`config.mk`:
```
export PLATFORM = sky130hd
export DESIGN_NAME = gcknn_ctrl
export DESIGN_NICKNAME = d
export VERILOG_FILES = /design/src/gcknn_pkg.sv /design/src/gcknn_ctrl.sv
export SDC_FILE = /design/constraint.sdc
export NUM_CORES = 1
export LEC_CHECK = 0
export ABC_CLOCK_PERIOD_IN_PS = 1530
export BUFFER_PORTS_ARGS = -buffer_cell sky130_fd_sc_hd__buf_2
export CELL_PAD_IN_SITES_DETAIL_PLACEMENT = 1
export CELL_PAD_IN_SITES_GLOBAL_PLACEMENT = 2
export CORE_MARGIN = 2
export CORE_UTILIZATION = 22
export CTS_CLUSTER_DIAMETER = 200
export DETAILED_ROUTE_END_ITERATION = 6
export MAX_ROUTING_LAYER = met4
export PLACE_DENSITY = 0.8
export RECOVER_POWER = 50
export SYNTH_ARGS = -nofsm -noshare
export SYNTH_HDL_FRONTEND = slang
export SYNTH_SLANG_ARGS = --single-unit
```
`constraint.sdc`:
```
create_clock -name clk -period 1.53 [get_ports clk]
set_input_delay 0.2295 -clock clk [delete_from_list [all_inputs] [get_ports clk]]
set_output_delay 0.2295 -clock clk [all_outputs]
set_load 0.005 [all_outputs]
```
`src/gcknn_pkg.sv`:
```
package gcknn_pkg;

  // One input word and one result word.
  typedef struct packed {
    logic               mode;
    logic signed [15:0] sample_value;
    logic [9:0]         node_row;
    logic [3:0]         neighbor_slot;
    logic [9:0]         neighbor_node;
    logic [16:0]        edge_weight;
    logic               last_sample;
  } in_word_t;

  typedef struct packed {
    logic [31:0] geary_value;
    logic [1:0]  status;
  } out_word_t;

  // Accumulator and arithmetic widths, sized for the largest graph.
  localparam int NUM_W  = 56;
  localparam int WTOT_W = 32;
  localparam int VSUM_W = 27;
  localparam int DEV_W  = 48;
  localparam int SQ_W   = 47;
  localparam int NQ_W   = 63;
  localparam int S2_W   = 54;
  localparam int MA_W   = 56;
  localparam int MB_W   = 33;
  localparam int MP_W   = 89;
  localparam int DR_W   = 82;
  localparam int DQ_W   = 64;
  localparam int STEP_W = 7;

  localparam logic [STEP_W-1:0] MUL_STEPS = STEP_W'(MB_W);
  localparam logic [STEP_W-1:0] VAR_STEPS = STEP_W'(DQ_W);
  localparam logic [STEP_W-1:0] GQ_STEPS  = STEP_W'(32);

  localparam logic [1:0] ST_OK    = 2'd0;
  localparam logic [1:0] ST_DEGEN = 2'd1;
  localparam logic [1:0] ST_BAD   = 2'd2;

  localparam logic MODE_GRAPH  = 1'b0;
  localparam logic MODE_SAMPLE = 1'b1;

  typedef enum logic [1:0] {RES_OK, RES_SAT, RES_DEGEN, RES_BAD} res_kind_t;
  typedef enum logic [2:0] {AR_NQ, AR_VAR, AR_P1, AR_P2, AR_GQ} arith_sel_t;
  typedef enum logic {OP_MUL, OP_DIV} arith_op_t;

  typedef enum logic [4:0] {
    S_IDLE, S_START, S_WALK_WAIT, S_NQ_GO, S_NQ_WAIT, S_VAR_GO, S_VAR_WAIT,
    S_CHECK, S_P1_GO, S_P1_WAIT, S_P2_GO, S_P2_WAIT, S_SAT_CHECK, S_GQ_GO,
    S_GQ_WAIT, S_FINISH
  } state_t;

  typedef struct packed {
    logic       take;
    logic       walk_start;
    logic       arith_start;
    logic       arith_latch;
    arith_sel_t arith_sel;
    logic       out_load;
    res_kind_t  kind;
    logic       clear_vector;
  } cmd_t;

  typedef struct packed {
    logic n_lt2;
    logic walk_busy;
    logic arith_busy;
    logic bad;
    logic degen;
    logic sat;
    logic out_full;
  } stat_t;

endpackage

```
`src/gcknn_ctrl.sv`:
```
module gcknn_ctrl (
  input  logic              clk,
  input  logic              rst,
  input  logic              in_valid,
  input  logic              in_mode,
  input  logic              in_last,
  input  logic              out_ready,
  input  gcknn_pkg::stat_t  stat,
  output logic              in_ready,
  output gcknn_pkg::cmd_t   cmd
);
  import gcknn_pkg::*;

  state_t    state, state_next;
  res_kind_t kind, kind_next;

  // State and result kind registers.
  always_ff @(posedge clk) begin
    if (rst) begin
      state <= S_IDLE;
      kind  <= RES_OK;
    end else begin
      state <= state_next;
      kind  <= kind_next;
    end
  end

  // Next state and commands.
  always_comb begin
    state_next = state;
    kind_next  = kind;
    in_ready   = 1'b0;
    cmd        = '{take: 1'b0, walk_start: 1'b0, arith_start: 1'b0, arith_latch: 1'b0,
                   arith_sel: AR_NQ, out_load: 1'b0, kind: kind, clear_vector: 1'b0};
    unique case (state)
      S_IDLE: begin
        in_ready = 1'b1;
        if (in_valid) begin
          cmd.take = 1'b1;
          if (in_mode == MODE_SAMPLE && in_last) begin
            state_next = S_START;
          end
        end
      end
      S_START: begin
        if (stat.n_lt2) begin
          kind_next  = RES_DEGEN;
          state_next = S_FINISH;
        end else begin
          cmd.walk_start = 1'b1;
          state_next     = S_WALK_WAIT;
        end
      end
      S_WALK_WAIT: begin
        if (!stat.walk_busy) begin
          state_next = S_NQ_GO;
        end
      end
      S_NQ_GO: begin
        cmd.arith_start = 1'b1;
        state_next      = S_NQ_WAIT;
      end
      S_NQ_WAIT: begin
        if (!stat.arith_busy) begin
          cmd.arith_latch = 1'b1;
          state_next      = S_VAR_GO;
        end
      end
      S_VAR_GO: begin
        cmd.arith_sel   = AR_VAR;
        cmd.arith_start = 1'b1;
        state_next      = S_VAR_WAIT;
      end
      S_VAR_WAIT: begin
        cmd.arith_sel = AR_VAR;
        if (!stat.arith_busy) begin
          cmd.arith_latch = 1'b1;
          state_next      = S_CHECK;
        end
      end
      S_CHECK: begin
        if (stat.bad) begin
          kind_next  = RES_BAD;
          state_next = S_FINISH;
        end else if (stat.degen) begin
          kind_next  = RES_DEGEN;
          state_next = S_FINISH;
        end else begin
          state_next = S_P1_GO;
        end
      end
      S_P1_GO: begin
        cmd.arith_sel   = AR_P1;
        cmd.arith_start = 1'b1;
        state_next      = S_P1_WAIT;
      end
      S_P1_WAIT: begin
        cmd.arith_sel = AR_P1;
        if (!stat.arith_busy) begin
          cmd.arith_latch = 1'b1;
          state_next      = S_P2_GO;
        end
      end
      S_P2_GO: begin
        cmd.arith_sel   = AR_P2;
        cmd.arith_start = 1'b1;
        state_next      = S_P2_WAIT;
      end
      S_P2_WAIT: begin
        cmd.arith_sel = AR_P2;
        if (!stat.arith_busy) begin
          cmd.arith_latch = 1'b1;
          state_next      = S_SAT_CHECK;
        end
      end
      S_SAT_CHECK: begin
        if (stat.sat) begin
          kind_next  = RES_SAT;
          state_next = S_FINISH;
        end else begin
          state_next = S_GQ_GO;
        end
      end
      S_GQ_GO: begin
        cmd.arith_sel   = AR_GQ;
        cmd.arith_start = 1'b1;
        state_next      = S_GQ_WAIT;
      end
      S_GQ_WAIT: begin
        cmd.arith_sel = AR_GQ;
        if (!stat.arith_busy) begin
          cmd.arith_latch = 1'b1;
          kind_next       = RES_OK;
          state_next      = S_FINISH;
        end
      end
      S_FINISH: begin
        if (!stat.out_full || out_ready) begin
          cmd.out_load     = 1'b1;
          cmd.clear_vector = 1'b1;
          state_next       = S_IDLE;
        end
      end
      default: begin
        state_next = S_IDLE;
      end
    endcase
  end

endmodule

```
# Yosys cells after proc, flatten, opt, wreduce, memory -nomap -nowiden
# Cells that the tools add are included.
word_totals:
  regBits: 7
  out_inout_bits: 12
classes:
  n_eq_ne: 27
  n_mux: 31
  reduce_logical: 13
ops:
  columns: ["cell", "count"]
  rows:
  - ["$pmux W5 S16", 1]
  - ["$mux W5", 9]
  - ["$eq A5 B4 Y1 const B", 8]
  - ["$ne A2 B2 Y1 const B", 11]
  - ["$eq A5 B3 Y1 const B", 4]
  - ["$mux W2", 6]
  - ["$pmux W3 S4", 1]
  - ["$eq A5 B2 Y1 const B", 2]
  - ["$mux W1", 10]
  - ["$reduce_or A5 Y1", 2]
  - ["$reduce_and A9 Y1", 1]
  - ["$pmux W2 S4", 1]
  - ["$reduce_or A2 Y1", 4]
  - ["$mux W3", 2]
  - ["$eq A5 B1 Y1 const B", 1]
  - ["$logic_not A5 Y1", 1]
  - ["$reduce_and A5 Y1", 1]
  - ["$mux W4", 1]
  - ["$reduce_bool A4 Y1", 1]
  - ["$ne A3 B3 Y1 const B", 1]
  - ["$logic_and A1 B1 Y1", 1]
  - ["$logic_not A1 Y1", 1]
  - ["$logic_or A1 B1 Y1", 1]

# Longest topological paths before layout
# Gate-level depths: netlist (run 1).
depth:
  depth_word: 4
  depth_mapped: 6
  ltp_nobuf: 5

# Least setup slack after synthesis (run 1)
# OpenSTA, ideal clock, no wires.
synth_timing:
  path_kind: "reg2reg"
  start: "register state[2]"
  end: "register state[2]"
  path_buffers: 1
  period_less_slack_ns: 1.488
  arrival_time_ns: 1.365
  setup_slack_ns: 0.042
  stages_incl_launch_ff: 7
  setup_time_ns: 0.123
  cell_sequence: "dfxtp_1 buf_6 nand2b_4 or4_4 o211a_2 a211oi_2 nor4_1"
synth_via:
  elab_chain_cells: 3
synth_lines:
  columns: ["element", "line", "source"]
  rows:
  - ["start: declaration", "gcknn_ctrl.sv:14", "state_t state, state_next;"]
  - ["start signal: assignment", "gcknn_ctrl.sv:23", "state <= state_next;"]
  - ["$eq A5 B4 Y1, or another cell as far along", "gcknn_ctrl.sv:35", "unique case (state)"]
  - ["$ne A2 B2 Y1 (no source line)", null, null]
  - ["$reduce_and A9 Y1 (no source line)", null, null]
# Parallel ways exist; a longest one is shown, timed or not.
# A chain may end at the register's enable or synchronous reset.

==> results of run 1 <==
[final timing paths]
| path | from | endpoint | cells after the start |
|---|---|---|---|
| setup / recovery | state[2]$_SDFFE_PP0P_ | cmd[7] | 5 |
| hold / removal | rst | kind[0]$_SDFFE_PP0P_ | 2 |
| setup reg to reg | state[2]$_SDFFE_PP0P_ | state[0]$_SDFFE_PP0P_ | 6 |
| hold reg to reg | kind[0]$_SDFFE_PP0P_ | kind[0]$_SDFFE_PP0P_ | 2 |
[metal layers]
metal  wire, um  vias to the layer above  global-route usage (%)
met3         90                        2                    3.92
met2       1260                       20                    25.6
met1        992                      371                    16.5
met5          0                        -                       -
li1           -                      385                       -
met4         15                        0                    4.65
[cell usage after synthesis, drive strengths merged]
cell and instances:
a311oi 1, nand4b 1, o21bai 1, buf 6
or4 1, a32oi 1, nor4 3, nor3b 1
nor4bb 1, clkbuf 2, o211a 1, nand3 4
mux2i 1, a211oi 4, dfxtp 6, nor2 12
o32ai 1, a32o 1, xor2 1, nor4b 1
o21a 1, nor3 3, a21oi 5, o21ai 4
nand2b 7, nor2b 4, and2 1, nand2 8
a22o 1
[power by group through the flow]
stage	Combinational, mW	Sequential, mW	Clock, mW
final	1.37	0.306	0.158
after global routing	1.49	0.313	0.167
after CTS	1.26	0.304	0.160
after detailed placement	1.16	0.285	0
after global placement	1.12	0.277	0
after floorplan	0.725	0.243	0
[kinds of logic after synthesis]
group                     count (synthesis)  share of synthesized area, %
and+or+nand+nor                          47                          43.7
AOI/OAI and AO/OA                        21                          25.9
buffers and inverters                     8                          7.75
DFF                                       6                          19.6
xor gates and xnor gates                  1                          1.43
muxes                                     1                          1.63
[per-stage QoR]
step	cells	setup TNS, ns	hold slack [ns]
floorplan	84	0	0.292
global placement	149	0	0.482
detailed placement	149	-0.509	0.483
CTS	153	-0.160	0.234
global route	154	-0.678	0.258
finish	154	-0.112	0.250
[critical path, delay by kind of cell (launching register included)]
kind,cells,cell delay (ns)
buf+inv,2,0.26
simple gates,2,0.24
compound gates,1,0.23
flops,1,0.37
[state kept, by name, indices dropped and copies added, names as in the netlist]
register	cells
kind	2
state	4
[area by class of cell]
class	count	area [um^2]
Sequential cell	6	130
Timing Repair Buffer	44	298
Fill cell	350	1700
Tap cell	31	38.8
Clock buffer	3	22.5
Multi-Input combinational cell	70	523
[repair_timing]
| action | in CTS | in global routing |
|---|---|---|
| setup endpoints to repair | 13 | 11 |
| endpoints found under the hold margin | 0 | 0 |
| cloned | 0 | 0 |
| buffers inserted | 1 | 1 |
| pin swaps | 4 | 3 |
| resized for setup | 15 | 11 |
==> summary.md, run 1 <==
| Metric | Value |
|---|---|
| Outcome | `finished with violations` |
| Violated checks | `setup timing` |
| Largest net degree at the start of global routing | `12` |
| Clock Latency Late Sink | `~0.26 ns` |
| DP Worst Slack | `-0.162 ns` |
| Clock Path Buffers | `2` |
| Final WL | `~2400 um` |
| DR WL/cell | `approximately 15 um` |
| Crit Path Category | `reg2out` |
| Grt ovf | `0` |
| CP max stage delay | `between 0.3 and 0.4 ns` |
| Kind of end point of the critical path | `output pin` |
| Via-to-Cell Ratio | `between 5 and 6` |
| Rows | `19` |
| Crit path time final | `1.59 ns` |
| Mapped Cells | `between 80 and 90` |
| Slew headroom | `74.8%` |
| Register-to-register setup slack | `-0.02 ns` |
| Sw frac | `between 40% and 50%` |
| Core area | `around 2700 um^2` |
| Vias in the first global route | `794` |
| Psw | `between 800 and 900 uW` |
| PwrDens | `1810 nW/um^2` |
| Vert. Die Dim | `56.8 um` |
| Sequential share of the synthesized area | `around a fifth` |
| Period utilization | `104%` |
| Synth top area cells | `dfxtp_1 (20%), nor2_1 (7.3%), nand2b_1 (5.1%)` |
| Hold Path Class | `in2reg` |
| Post-cts hold buffer count | `0` |
| First-pass GRT wire length | `between 3000 and 4000 um` |
| Syn_nets | `97` |
| TritonCTS clock tree | `done` |
| Fin. Hold Viols | `0` |
| Most frequent cells in the layout | `buf_2 (24), buf_4 (15), nor2_1 (12)` |
| Die W | `between 50 and 60 um` |
| N_diodes | `0` |
| Clock Skew | `between 0.01 and 0.015 ns` |
| CTS buffer count | `3` |
| VDD IR-drop max | `between 600 and 700 uV` |
| CTS clk-pin slew, worst paths | `0.06 ns` |
| Sink Count | `6` |
| Port bufs | `24` |
| #FFs+latches synth | `6` |
| Yosys cell types | `36` |
| Initial antenna violation count | `0` |
| Worst EP arrival | `around 1.4 ns` |
| Final design utilization | `37.4%` |
| Most common cell after layout, fill and taps aside | `buf_2` |
| Clk root buf | `clkbuf_4` |
| 1st-pass router iterations | `4` |
| Placed cell area | `a little under 900 um^2` |
| CP max stage cell | `dfxtp_4` |
| Final nets | `roughly 140` |
| Peak Freq | `~630 MHz` |
| Leakage | `between 0.4 and 0.5 nW` |
| HPWL Detailed | `around 1800 um` |
| Die ar. | `around 3200 um^2` |
| Critical-path cell list | `buf_6 > nor2b_4 > a22o_1 > nor2b_1 > buf_2` |
| Synthesized cell area | `about 610 um^2` |
| Sequential share of power | `about 17%` |
| Critical Path RT | `1.30 ns` |
| Drc violations | `0` |
| Yosys top cell by area | `dfxtp_1` |
| Synthesized area per cell | `roughly 7.3 um^2` |
| Combinational power share | `around three quarters` |
| Crit start category | `register` |
| Layout cell share with drive strength beyond 1 | `56.1%` |
| Slew Limit Fails | `0` |
| Area growth from synthesis to layout | `65.1%` |
| Global Route Usage Sum | `around 15%` |
| CP max FO | `5` |
| CTS H-tree lvls | `1` |
| Final Setup Violations | `6` |
| IO Pins | `25` |
| RSZ-0062 raised after global routing | `true` |
| Final WS setup | `-0.0559 ns` |
| Layout Cell Area excl Fill | `1010 um^2` |
| Drt initial violations | `17` |
| Final Power | `1.83 mW` |
| Synth Warn # | `0` |
| Clk pwr share | `just under 9%` |
| Worst-margin pin slew | `around 0.38 ns` |
| Final antenna-violating net count | `0` |
| Post-synth top area share | `19.6%` |
| Via count | `between 700 and 800` |
| Max-Cap Viols | `0` |
| Internal power | `around 1.0 mW` |
| Starting Density | `22.6%` |
| GPL Wtd Cong | `a little over 0.8` |
(Power assumes the default switching activity.)
==> run 2: changes to the inputs <==
Settings changed: SETUP_SLACK_MARGIN set to 0.5.
==> summary.md, run 2 (synthesis results as in run 1) <==
| Metric | Value |
|---|---|
| Outcome | `finished with violations` |
| Violated checks | `setup timing` |
| Final WL | `2770 um (+17%)` |
| HPWL Detailed | `1670 um (-7.7%)` |
| Most common cell after layout, fill and taps aside | `buf_2` |
| Crit Path Category | `reg2reg` |
| Drc violations | `0 (unchanged)` |
| Starting Density | `22.6% (unchanged)` |
| Final design utilization | `43.1% (+5.7 points)` |
| Via-to-Cell Ratio | `5.04 (-0.18%)` |
| Crit start category | `register` |
| Via count | `827 (+6.3%)` |
| Max reg flops | `4 (unchanged)` |
| Slew headroom | `70.4% (-4.4 points)` |
| Critical Path RT | `1.68 ns (+0.38 ns)` |
| Clock Path Buffers | `2 (unchanged)` |
| Vert. Die Dim | `56.8 um (unchanged)` |
| Area growth from synthesis to layout | `90.4%` |
| Clock Latency Late Sink | `0.27 ns (about the same)` |
| Layout cell share with drive strength beyond 1 | `64.7% (+8.6 points)` |
| VDD IR-drop max | `803 uV (+22%)` |
| Worst EP arrival | `1.77 ns (+0.41 ns)` |
| Drt initial violations | `7 (-10)` |
| CTS clk-pin slew, worst paths | `0.06 ns (about the same)` |
| CTS buffer count | `3 (unchanged)` |
| Met1 Resource Use GR | `19.5% (+3.0 points)` |
| Grt ovf | `0 (unchanged)` |
| 1st-pass router iterations | `4 (unchanged)` |
| Crit path time final | `1.62 ns (+0.0349 ns)` |
| Top reg by flops | `state` |
| Fin. Hold Viols | `0 (unchanged)` |
| Period utilization | `106% (+2.3 points)` |
| Gr busiest metal | `met2` |
| PwrDens | `1880 nW/um^2 (+3.9%)` |
| Peak Freq | `617 MHz (-2.2%)` |
| Met2 Track Usage GR | `26.1% (+0.50 points)` |
| DR WL/cell | `16.9 um (+10%)` |
| CP max FO | `4 (-1)` |
| Placed cell area | `910 um^2 (+4.3%)` |
| Die ar. | `3230 um^2 (unchanged)` |
| Largest net degree at the start of global routing | `14 (+2)` |
| Clock Skew | `0.00561 ns (-0.00841 ns)` |
| CTS H-tree lvls | `1 (unchanged)` |
| Largest registers in the final layout | `state (4), kind (2)` |
| TritonCTS clock tree | `done` |
| FILL cells | `348 (-0.57%)` |
| Core area | `2710 um^2 (unchanged)` |
| Layout Cell Area excl Fill | `1170 um^2 (+15%)` |
| N_diodes | `0 (unchanged)` |
| Leakage | `0.500 nW (+19%)` |
| Initial antenna violation count | `0 (unchanged)` |
| Worst-margin pin slew | `0.444 ns (+0.0661 ns)` |
| Final nets | `148 (+7.2%)` |
| Final Setup Violations | `10 (+4)` |
| Sink Count | `6 (unchanged)` |
| Clk root buf | `clkbuf_4` |
| Final antenna-violating net count | `0 (unchanged)` |
| Global Route Usage Sum | `15.9% (+1.1 points)` |
| Hold Path Class | `in2reg` |
| First-pass GRT wire length | `3910 um (+8.7%)` |
| Die W | `56.8 um (unchanged)` |
| Slew Limit Fails | `0 (unchanged)` |
| Kind of end point of the critical path | `register` |
| Port bufs | `24 (unchanged)` |
| IO Pins | `25 (unchanged)` |
| Max-Cap Viols | `0 (unchanged)` |
| Rows | `19 (unchanged)` |
| GPL Wtd Cong | `0.798 (-2.6%)` |
| Most frequent cells in the layout | `buf_2 (24), buf_4 (19), buf_6 (9)` |
| Met3 Resource Use GR | `2.53% (-1.4 points)` |
| Final WS setup | `-0.0908 ns (-0.0349 ns)` |
| RSZ-0062 raised after global routing | `true` |
| Vias in the first global route | `819 (+3.1%)` |
run 2: cell count changes in the layout (fill, tap and decap cells not counted), moves of 2 or more:
cell / before / now
nor2_1: 12 / 8
buf_6: 4 / 9
nand2_1: 8 / 6
nor2_2: 0 / 3
buf_4: 15 / 19
dfxtp_4: 2 / 4
dfxtp_2: 2 / 0
run 2: critical path, cell delays in order, from the launching register on:
cell and delay, ns:
dfxtp_4 0.38, buf_4 0.14, nand2b_4 0.06, or4_4 0.52
o211a_4 0.18, a211oi_2 0.16, nor4_1 0.07
run 2: worst paths after layout:
kind	from	to	slack [ns]	cells after the start
setup / recovery	state[2]$_SDFFE_PP0P_	state[2]$_SDFFE_PP0P_	-0.09	6
hold / removal	rst	kind[0]$_SDFFE_PP0P_	0.24	2
setup reg to reg	state[2]$_SDFFE_PP0P_	state[2]$_SDFFE_PP0P_	-0.09	6
hold reg to reg	kind[0]$_SDFFE_PP0P_	kind[0]$_SDFFE_PP0P_	0.48	2
run 2: report_power, final:
group	total [mW]	internal, mW	switching (mW)
Sequential	0.371	0.237	0.134
Combinational	1.65	0.921	0.729
Clock	0.173	0.0905	0.0829
run 2: what timing repair did:
item | in CTS | in global routing
setup endpoints to repair | 16 | 16
hold buffers | 0 | 0
endpoints found under the hold margin | 0 | 0
pin swaps | 4 | 8
resized for setup | 14 | 18
setup buffers | 5 | 7
gates cloned | 0 | 1
run 2: metal layers:
layer  vias to the layer above  share of wire (%)  wire length, um
met5                         -                  0                0
met4                         0                1.0               28
met3                         2                4.3              118
met2                        19                 53             1460
met1                       404                 42             1170
li1                        402                  -                -
run 2: cell type report:
class                           count  area, um^2  area share [%]
Multi-Input combinational cell     70         562            48.1
Timing Repair Buffer               54         409            35.0
Sequential cell                     6         135            11.6
Tap cell                           31        38.8            3.32
Clock buffer                        3        22.5            1.93
run 2: per-stage QoR:
stage	setup WS (ns)	std cells	total power [mW]	hold WS [ns]	setup TNS (ns)
after floorplan	0.0645	84	1.11	0.292	0
after global placement	0.00391	148	1.47	0.475	0
after detailed placement	-0.0390	148	1.51	0.478	-0.0620
after CTS	-0.0458	156	1.84	0.229	-0.148
after global routing	-0.155	164	2.35	0.255	-1.31
final	-0.0908	164	2.19	0.244	-0.494
